<file path="src/rtl/hrfp_pkg.sv">
// Shared constants and types of the HID report frame parser.
package hrfp_pkg;

   // Payload bytes stored between the header and the checksum byte
   localparam int unsigned PAYLOAD_LEN = 8;
   // Byte count wide enough to hold PAYLOAD_LEN itself
   localparam int unsigned COUNT_W = $clog2(PAYLOAD_LEN + 1);

   localparam int unsigned BYTE_W = 8;
   localparam int unsigned CSR_INDEX_W = 3;
   localparam int unsigned CSR_DATA_W = 8;

   typedef logic [BYTE_W-1:0] byte_type;

   // Configuration register indexes
   typedef enum logic [CSR_INDEX_W-1:0] {
      CSR_HEADER_BYTE   = 3'd0,
      CSR_KEYBOARD_CODE = 3'd1,
      CSR_MOUSE_CODE    = 3'd2,
      CSR_KEYBOARD_EN   = 3'd3,
      CSR_MOUSE_EN      = 3'd4
   } csr_index_type;

   // Input action codes
   localparam logic ACTION_FEED   = 1'b0;
   localparam logic ACTION_RESYNC = 1'b1;

   // Report kind codes
   localparam logic KIND_KEYBOARD = 1'b0;
   localparam logic KIND_MOUSE    = 1'b1;

   // Register reset values
   localparam byte_type HEADER_RESET        = 8'd170;
   localparam byte_type KEYBOARD_CODE_RESET = 8'd1;
   localparam byte_type MOUSE_CODE_RESET    = 8'd2;

endpackage

</file>
<file path="src/rtl/hrfp_cell.sv">
// One payload byte cell of the shift chain.
module hrfp_cell (
   input  logic               clock,
   input  logic               shift_en,
   input  hrfp_pkg::byte_type byte_in,
   output hrfp_pkg::byte_type byte_out
);
   import hrfp_pkg::*;

   byte_type byte_ff;
   byte_type byte_in_next;

   // Take the neighbour's byte on a shift, hold otherwise
   always_comb begin
      byte_in_next = shift_en ? byte_in : byte_ff;
   end

   always_ff @(posedge clock) begin
      byte_ff <= byte_in_next;
   end

   assign byte_out = byte_ff;

endmodule

</file>
<file path="src/rtl/hid_report_frame_parser_unit.sv">
// A word that completes a valid frame gives its report in the cycle after acceptance.
// Throughput: one input word per cycle; the output register lets a new word in
// while a pending report is taken, and only a stalled pending report holds req_ready low.
// Reset (synchronous, active high): parser idle, count and XOR cleared,
// registers back to their defaults, no report pending; payload cells are not cleared.
module hid_report_frame_parser_unit (
   input  logic                                 clock,
   input  logic                                 reset,
   // Input words
   input  logic                                 req_valid,
   output logic                                 req_ready,
   input  logic                                 req_action,
   input  logic [7:0]                           req_data_byte,
   // Reports
   output logic                                 rsp_valid,
   input  logic                                 rsp_ready,
   output logic                                 rsp_report_kind,
   output logic [7:0]                           rsp_modifiers,
   output logic [47:0]                          rsp_key_codes,
   output logic [7:0]                           rsp_buttons,
   output logic signed [15:0]                   rsp_move_x,
   output logic signed [15:0]                   rsp_move_y,
   output logic signed [7:0]                    rsp_wheel,
   // Configuration writes
   input  logic                                 csr_valid,
   output logic                                 csr_ready,
   input  logic [hrfp_pkg::CSR_INDEX_W-1:0]     csr_index,
   input  logic [hrfp_pkg::CSR_DATA_W-1:0]      csr_data
);
   import hrfp_pkg::*;

   typedef enum logic [1:0] {
      PH_IDLE  = 2'd0,
      PH_DATA  = 2'd1,
      PH_CHECK = 2'd2
   } phase_type;

   // Configuration registers
   byte_type header_ff, keyboard_code_ff, mouse_code_ff;
   logic     keyboard_en_ff, mouse_en_ff;

   // Parser state
   phase_type            phase_ff, phase_in;
   logic [COUNT_W-1:0]   count_ff, count_in;
   byte_type             xor_ff, xor_in;

   // Output register
   logic                 rsp_valid_ff, rsp_valid_in;
   logic                 kind_ff;
   byte_type             modifiers_ff, buttons_ff, wheel_ff;
   logic [47:0]          key_codes_ff;
   logic [15:0]          move_x_ff, move_y_ff;

   // Payload chain: byte 0 ends in cell 0 after a full frame
   byte_type             cell_q [PAYLOAD_LEN];
   logic                 shift_en;

   logic                 accept, feed, check_ok, keyboard_hit, mouse_hit, emit;

   assign req_ready = !rsp_valid_ff || rsp_ready;
   assign csr_ready = 1'b1;
   assign accept    = req_valid && req_ready;
   assign feed      = accept && (req_action == ACTION_FEED);
   assign shift_en  = feed && (phase_ff == PH_DATA);

   // Build the chain of payload cells
   for (genvar i = 0; i < PAYLOAD_LEN; i++) begin : g_cell
      byte_type cell_d;
      if (i == PAYLOAD_LEN - 1) begin : g_tail
         assign cell_d = req_data_byte;
      end else begin : g_link
         assign cell_d = cell_q[i+1];
      end
      hrfp_cell u_cell (
         .clock    (clock),
         .shift_en (shift_en),
         .byte_in  (cell_d),
         .byte_out (cell_q[i])
      );
   end

   // Decode the report type from payload byte 1
   assign check_ok     = (phase_ff == PH_CHECK) && (req_data_byte == xor_ff);
   assign keyboard_hit = (cell_q[1] == keyboard_code_ff) && keyboard_en_ff;
   assign mouse_hit    = (cell_q[1] == mouse_code_ff) && mouse_en_ff;
   assign emit         = feed && check_ok && (keyboard_hit || mouse_hit);

   // Advance the frame state
   always_comb begin
      phase_in = phase_ff;
      count_in = count_ff;
      xor_in   = xor_ff;
      if (accept) begin
         if (req_action == ACTION_RESYNC) begin
            phase_in = PH_IDLE;
            count_in = '0;
            xor_in   = '0;
         end else begin
            unique case (phase_ff)
               PH_DATA: begin
                  count_in = count_ff + 1'b1;
                  xor_in   = xor_ff ^ req_data_byte;
                  if (count_in >= COUNT_W'(PAYLOAD_LEN)) begin
                     phase_in = PH_CHECK;
                  end
               end
               PH_CHECK: begin
                  phase_in = PH_IDLE;
                  count_in = '0;
                  xor_in   = '0;
               end
               default: begin
                  if (req_data_byte == header_ff) begin
                     phase_in = PH_DATA;
                     count_in = '0;
                     xor_in   = '0;
                  end else begin
                     phase_in = PH_IDLE;
                  end
               end
            endcase
         end
      end
   end

   // Drop the pending report once taken, load a new one on emit
   always_comb begin
      rsp_valid_in = rsp_valid_ff;
      if (accept) begin
         rsp_valid_in = emit;
      end else if (rsp_ready) begin
         rsp_valid_in = 1'b0;
      end
   end

   always_ff @(posedge clock) begin
      if (reset) begin
         phase_ff     <= PH_IDLE;
         count_ff     <= '0;
         xor_ff       <= '0;
         rsp_valid_ff <= 1'b0;
      end else begin
         phase_ff     <= phase_in;
         count_ff     <= count_in;
         xor_ff       <= xor_in;
         rsp_valid_ff <= rsp_valid_in;
      end
   end

   // Hold configuration, write on handshake
   always_ff @(posedge clock) begin
      if (reset) begin
         header_ff        <= HEADER_RESET;
         keyboard_code_ff <= KEYBOARD_CODE_RESET;
         mouse_code_ff    <= MOUSE_CODE_RESET;
         keyboard_en_ff   <= 1'b1;
         mouse_en_ff      <= 1'b1;
      end else if (csr_valid && csr_ready) begin
         unique case (csr_index)
            CSR_HEADER_BYTE:   header_ff        <= csr_data;
            CSR_KEYBOARD_CODE: keyboard_code_ff <= csr_data;
            CSR_MOUSE_CODE:    mouse_code_ff    <= csr_data;
            CSR_KEYBOARD_EN:   keyboard_en_ff   <= csr_data[0];
            CSR_MOUSE_EN:      mouse_en_ff      <= csr_data[0];
            default: ;
         endcase
      end
   end

   // Load the report fields; keyboard wins when both codes match
   always_ff @(posedge clock) begin
      if (emit) begin
         if (keyboard_hit) begin
            kind_ff      <= KIND_KEYBOARD;
            modifiers_ff <= cell_q[0];
            key_codes_ff <= {cell_q[7], cell_q[6], cell_q[5],
                             cell_q[4], cell_q[3], cell_q[2]};
            buttons_ff   <= '0;
            move_x_ff    <= '0;
            move_y_ff    <= '0;
            wheel_ff     <= '0;
         end else begin
            kind_ff      <= KIND_MOUSE;
            modifiers_ff <= '0;
            key_codes_ff <= '0;
            buttons_ff   <= cell_q[2];
            move_x_ff    <= {cell_q[4], cell_q[3]};
            move_y_ff    <= {cell_q[6], cell_q[5]};
            wheel_ff     <= cell_q[7];
         end
      end
   end

   assign rsp_valid       = rsp_valid_ff;
   assign rsp_report_kind = kind_ff;
   assign rsp_modifiers   = modifiers_ff;
   assign rsp_key_codes   = key_codes_ff;
   assign rsp_buttons     = buttons_ff;
   assign rsp_move_x      = signed'(move_x_ff);
   assign rsp_move_y      = signed'(move_y_ff);
   assign rsp_wheel       = signed'(wheel_ff);

endmodule

</file>
<file path="config.mk">
export PLATFORM = sky130hd
export DESIGN_NAME = hid_report_frame_parser_unit
export DESIGN_NICKNAME = d
export VERILOG_FILES = /design/src/rtl/hrfp_pkg.sv /design/src/rtl/hrfp_cell.sv /design/src/rtl/hid_report_frame_parser_unit.sv
export SDC_FILE = /design/constraint.sdc
export NUM_CORES = 1
export LEC_CHECK = 0
export ABC_CLOCK_PERIOD_IN_PS = 6900
export BUFFER_PORTS_ARGS = -buffer_cell sky130_fd_sc_hd__buf_2
export CAP_MARGIN = 20
export CORE_AREA = 2 2 144 146
export DETAILED_ROUTE_END_ITERATION = 12
export DIE_AREA = 0 0 146 148
export GPL_ROUTABILITY_DRIVEN = 0
export GPL_TIMING_DRIVEN = 1
export PLACE_DENSITY_LB_ADDON = 0.1
export SYNTH_ARGS = -nofsm -noshare
export SYNTH_HDL_FRONTEND = slang
export SYNTH_HIERARCHICAL = 1
export SYNTH_SLANG_ARGS = --single-unit
</file>
<file path="constraint.sdc">
create_clock -name clock -period 6.9 [get_ports clock]
set_clock_uncertainty 0.1 [all_clocks]
set_input_delay 0.69 -clock clock [delete_from_list [all_inputs] [get_ports clock]]
set_output_delay 0.69 -clock clock [all_outputs]
set_load 0.1 [all_outputs]
</file>
==> flow_summary.ini, run 1 <==
[run_status]
run_status = completed

[die]
design.portCount = 133
design.die.area_um2 = 21600
initial_core_util_pct = 39.1
die_height_um = 148
num_rows = 52
core_area_um2 = 20000
chipWidth_um = 146

[clocking]
worstSkewPairLatency_ps = 490
tritoncts.num_buffers = 23
postcts_resize_cnt = 0
cts.sink_count = 210
cts_hold_repair.buffers = 0
cts_post_setup_buffers_inserted = 0
cts_root_buf = clkbuf_16
cts.clk_slew.worst_paths_ps = 60
ctsHtreeMaxLevel = 1
cts_max_path_buffers = 3
cts_tree = done

[drt]
initialDrtViolationCount = 273
detail_route.wl_per_cell_um = 16.7
dr.pass1.iters = 4
via_count = 4423
drt.antenna.violating_nets = 0
vias_per_cell = 4.59
remaining_drc_errors = 0
totalWireLength_um = 16000

[place]
portBuffers = 131
dpl-instance-area_um2 = 8760
place.detailed.hpwl_um = 10700

[timing]
worst_slew_margin_rel_pct = 37.4
totalNegativeSetupSlack_ps = 0
tightest_slew_ps = 939
finalMaxSlewViolations = 0
portion_of_the_clock_cycle_consumed_by_the_worst_path_in_the_final_layout_pct = 43.9
final_report_hold_violation_count = 0
grt_setup_unrepaired = no
setup-violations-final = 0
min_period_ps = 3030
max_freq_mhz = 330

[layout]
antenna-diode-count = 0
most-common-layout-cells = edfxtp_1, buf_2, nand2_1, and2_1, nor2b_1
mostFrequentLayoutCell = edfxtp_1
finish.net_count = 706
finish.instance_area_um2 = 9520
area.growth.synth_to_final_pct = 21.4
drive_gt1_share_pct = 25.4

[critical_path]
critPathArrivalTime_ps = 3050
worst-setup-path-type = reg -> reg
worst_r2r_path_depth = 6
critical_path_required_ps = 6920
critical_path_start_type = flop
rr_endpoint = rsp_move_x[2]$_SDFFCE_PN0P_
r2r_path_start = g_cell[1].u_cell/byte_out[5]$_DFFE_PP_
regToRegSetupSlack_ps = 3870
timing.critical_path.to_type = flop
critPathMaxFanout = 57

[grt]
grt_overflow_total = 0
grt_start_max_net_pins = 106
grt_antenna_before_repair = 0
grt_pass1_wl_um = 25100
grt_pass1_vias = 4545
groute.usage.overall_pct = 14.8

[yosys]
syn-instance-count = 539
synth-seq-area-share_pct = 75.2
async_reset_ff_share_pct = 0
synth.lib_cells_used.distinct = 37
synth_seq_cells = 210
synth_area_um2 = 7840
yosys_warnings = 6
postSynthNetCount = 567
syn_area_per_cell_um2 = 14.5
ys.flop_type = edfxtp_1
synth-edff-count = 169

[hold_path]
timing.hold.worst_endpoint = g_cell[7].u_cell/byte_out[1]$_DFFE_PP_
worst_min_path_start = req_data_byte[1]
worstHoldPathType = in -> reg
hold-path-cell-count = 1

[pwr]
power.ir.vdd_worst_uv = 207
cellLeakagePower_nw = 3.61
pwr_density_cell_nw_per_um2 = 276

[flow_run]
max_cap_viol_count = 0
[power by group]
group | total, mW | internal (mW) | switching (mW) | leakage (nW)
Sequential | 1.36 | 1.35 | 0.00335 | 1.96
Clock | 1.23 | 0.756 | 0.471 | 0.375
Combinational | 0.0424 | 0.0152 | 0.0272 | 1.27
[how the worst max path moves through the flow]
stage	startpoint	endpoint	slack, ps
floorplan	rsp_valid$_SDFFE_PP0P_	count_ff[0]$_SDFFE_PP0P_	1670
detailed placement	req_data_byte[4]	rsp_key_codes[21]$_SDFFCE_PP0P_	3440
global route	g_cell[1].u_cell/byte_out[5]$_DFFE_PP_	rsp_modifiers[7]$_SDFFCE_PP0P_	3650
global placement	req_data_byte[2]	rsp_move_x[3]$_SDFFCE_PN0P_	3510
finish	g_cell[1].u_cell/byte_out[5]$_DFFE_PP_	rsp_move_x[2]$_SDFFCE_PN0P_	3870
CTS	g_cell[1].u_cell/byte_out[5]$_DFFE_PP_	rsp_key_codes[1]$_SDFFCE_PP0P_	3790
[sequential cells by signal, summed over array words and instances (netlist names), 4 cells and up]
name,flops
rsp_wheel,8
mouse_code_ff,8
rsp_modifiers,8
rsp_key_codes,48
rsp_move_y,16
xor_ff,8
count_ff,4
keyboard_code_ff,8
rsp_buttons,8
rsp_move_x,16
header_ff,8
g_cell.u_cell/byte_out,64
[Yosys cell counts, types with 3 or more instances]
master,n,area share (%)
ha_1,3,0.48
nand2_1,57,2.7
nor2b_1,50,4.0
xor2_1,4,0.45
clkbuf_1,9,0.43
xnor2_1,29,3.2
and2_1,57,4.5
buf_2,6,0.38
nand4_1,5,0.40
o21ai_0,11,0.70
o21a_1,9,0.86
inv_1,4,0.19
buf_4,5,0.48
a21oi_1,39,2.5
edfxtp_1,169,65
nor2_1,5,0.24
mux2i_1,3,0.38
dfxtp_1,41,10
nand3_1,11,0.70
[critical path, stage by stage (launching register included)]
cell and delay, ps:
edfxtp_1 450, xnor2_1 180, nand4_1 120, nor3_1 410
o211ai_2 180, inv_4 490, buf_4 670
[cell families after synthesis]
group | count (synthesis) | share of synthesized area (%)
flops | 210 | 75.2
compound gates | 66 | 4.77
buf+inv | 26 | 1.68
xor+xnor | 33 | 3.69
fa+ha+maj | 3 | 0.479
simple gates | 197 | 13.8
other cells | 1 | 0.0478
mux | 3 | 0.383
[through the flow]
step                power [mW]  instances  hold slack [ps]  worst slack (ps)  utilization, %
floorplan                 1.41        539              333              1670               -
global placement          1.43        923              341              3510            43.7
detailed placement        1.43        923              349              3440            43.7
CTS                       2.66        963              341              3790            47.5
global route              2.72        963              346              3650            47.5
finish                    2.63        963              354              3870            47.5
[layer usage]
metal,vias up,global-route usage [%],routed length (um)
li1,2181,-,-
met1,2108,19.4,7100
met2,111,24.8,7750
met3,23,3.67,885
met4,0,3.79,301
met5,-,0,0
[layout make-up]
cell class              count  area, um^2
clock buffers              25         583
clock inverters            15         174
fillers                  1848       10500
inverters                   5        21.3
multi-input cells         303        1820
flip-flops and latches    210        5900
well taps                 270         338
repair buffers            135         686
Power figures use the tool's default switching activity.
==> inputs of run 2 (changes only) <==
Settings changed: ABC_CLOCK_PERIOD_IN_PS 6900 to 2900.
Clock period 6.9 ns to 2.9 ns, I/O delays scaled along.
==> flow_summary.ini, run 2 (synthesis results as in run 1) <==
[run_status]
run_status = completed

[timing]
setup_ws_ps = 427
final_report_hold_violation_count = 0
worst_slew_margin_rel_pct = 57.1
tightest_slew_ps = 635
setup-violations-final = 0
max_freq_mhz = 404
finalMaxSlewViolations = 0
grt_setup_unrepaired = no
min_period_ps = 2470
worst_hold_slack_ps = 52.9
portion_of_the_clock_cycle_consumed_by_the_worst_path_in_the_final_layout_pct = 85.3

[drt]
totalWireLength_um = 16100
vias_per_cell = 4.61
remaining_drc_errors = 0
initialDrtViolationCount = 276
detail_route.wl_per_cell_um = 16.4
dr.pass1.iters = 4
via_count = 4533
drt.antenna.violating_nets = 0

[clocking]
postcts_resize_cnt = 0
cts.sink_count = 210
cts_max_path_buffers = 3
worstSkewPairLatency_ps = 490
ctsHtreeMaxLevel = 1
cts_root_buf = clkbuf_16
cts_tree = done
cts.clk_slew.worst_paths_ps = 60
tritoncts.num_buffers = 22

[die]
core_area_um2 = 20000
design.die.area_um2 = 21600
design.portCount = 133
chipWidth_um = 146
num_rows = 52
initial_core_util_pct = 39.1
die_height_um = 148

[place]
dpl-instance-area_um2 = 8860
place.detailed.hpwl_um = 10800
portBuffers = 131
preCtsSetupSlack_ps = 437

[grt]
grt_antenna_before_repair = 0
grt_pass1_wl_um = 25100
groute.usage.overall_pct = 14.8
grt_overflow_total = 0
grt_start_max_net_pins = 106
grt_pass1_vias = 4576

[flow_run]
max_cap_viol_count = 0

[layout]
finish.net_count = 726
largest_reg_flops = 64
fill_cells = 1814
finish.instance_area_um2 = 9720
most-common-layout-cells = edfxtp_1, buf_2, and2_1, nand2_1, nor2b_1
area.growth.synth_to_final_pct = 24.0
drive_gt1_share_pct = 25.2
antenna-diode-count = 0
mostFrequentLayoutCell = edfxtp_1

[critical_path]
critical_path_start_type = primary input
timing.critical_path.to_type = flop
worst-setup-path-type = in -> reg
slowest_delay_ps = 600
critPathArrivalTime_ps = 2520
cp_cell_instances = dlygate4sd3_1 > buf_2 > xnor2_1 > nand4_1 > nor4b_1 > o211ai_4 > clkinvlp_4 > buf_12
critPathSlowestCell = nor4b_1
critical_path_required_ps = 2950
critPathMaxFanout = 62

[hold_path]
worstHoldPathType = in -> reg

[pwr]
power.ir.vdd_worst_uv = 454
totalPowerFinal_mw = 6.01
cellLeakagePower_nw = 3.66
pwr_density_cell_nw_per_um2 = 619
## run 2: final timing paths
path | depth (start not counted) | from | to | slack, ps
max reg2reg | 6 | xor_ff[4]$_SDFFE_PP0P_ | rsp_move_x[14]$_SDFFCE_PN0P_ | 540
min reg2reg | 0 | g_cell[6].u_cell/byte_out[5]$_DFFE_PP_ | g_cell[5].u_cell/byte_out[5]$_DFFE_PP_ | 360
min | 4 | csr_index[2] | mouse_en_ff$_SDFFE_PP1P_ | 50
max | 8 | req_data_byte[0] | rsp_move_x[14]$_SDFFCE_PN0P_ | 430
## run 2: area by class of cell
type / count / area (um^2) / area share, %
inverters: 5 / 22.5 / 0.232
clock inverters: 10 / 73.8 / 0.759
clock buffers: 30 / 612 / 6.29
multi-input cells: 303 / 1850 / 19.1
repair buffers: 156 / 923 / 9.50
flip-flops and latches: 210 / 5900 / 60.7
well taps: 270 / 338 / 3.48
## run 2: metrics by stage
step,setup TNS [ps],util (%),cells
5_1_grt,0,48.5,984
6_report,0,48.5,984
2_1_floorplan,-41080,-,539
3_5_place_dp,0,44.2,927
3_3_place_gp,0,44.2,927
4_1_cts,0,48.5,984
## run 2: repair_timing
item | CTS | global route
hold buffers | 17 | 0
endpoints found under the hold margin | 35 | 0
setup buffers | 0 | 0
## run 2: report_power, final
| part | switching, mW | internal, mW |
|---|---|---|
| Combinational | 0.0687 | 0.0530 |
| Clock | 1.10 | 1.57 |
| Sequential | 0.00767 | 3.22 |
## run 2: routing by layer
| metal | vias to the layer above | part of all wire, % | GRT usage, % |
|---|---|---|---|
| li1 | 2217 | - | - |
| met2 | 122 | 48 | 25.1 |
| met1 | 2165 | 43 | 19.0 |
| met3 | 29 | 5.6 | 3.43 |
| met4 | 0 | 2.5 | 4.61 |
| met5 | - | 0 | 0 |
## run 2: critical path: cells and delay by family
family	cells	cell delay, ps
xor gates and xnor gates	1	140
and+or+nand+nor	2	720
buffers and inverters	4	1150
AOI/OAI and AO/OA	1	180
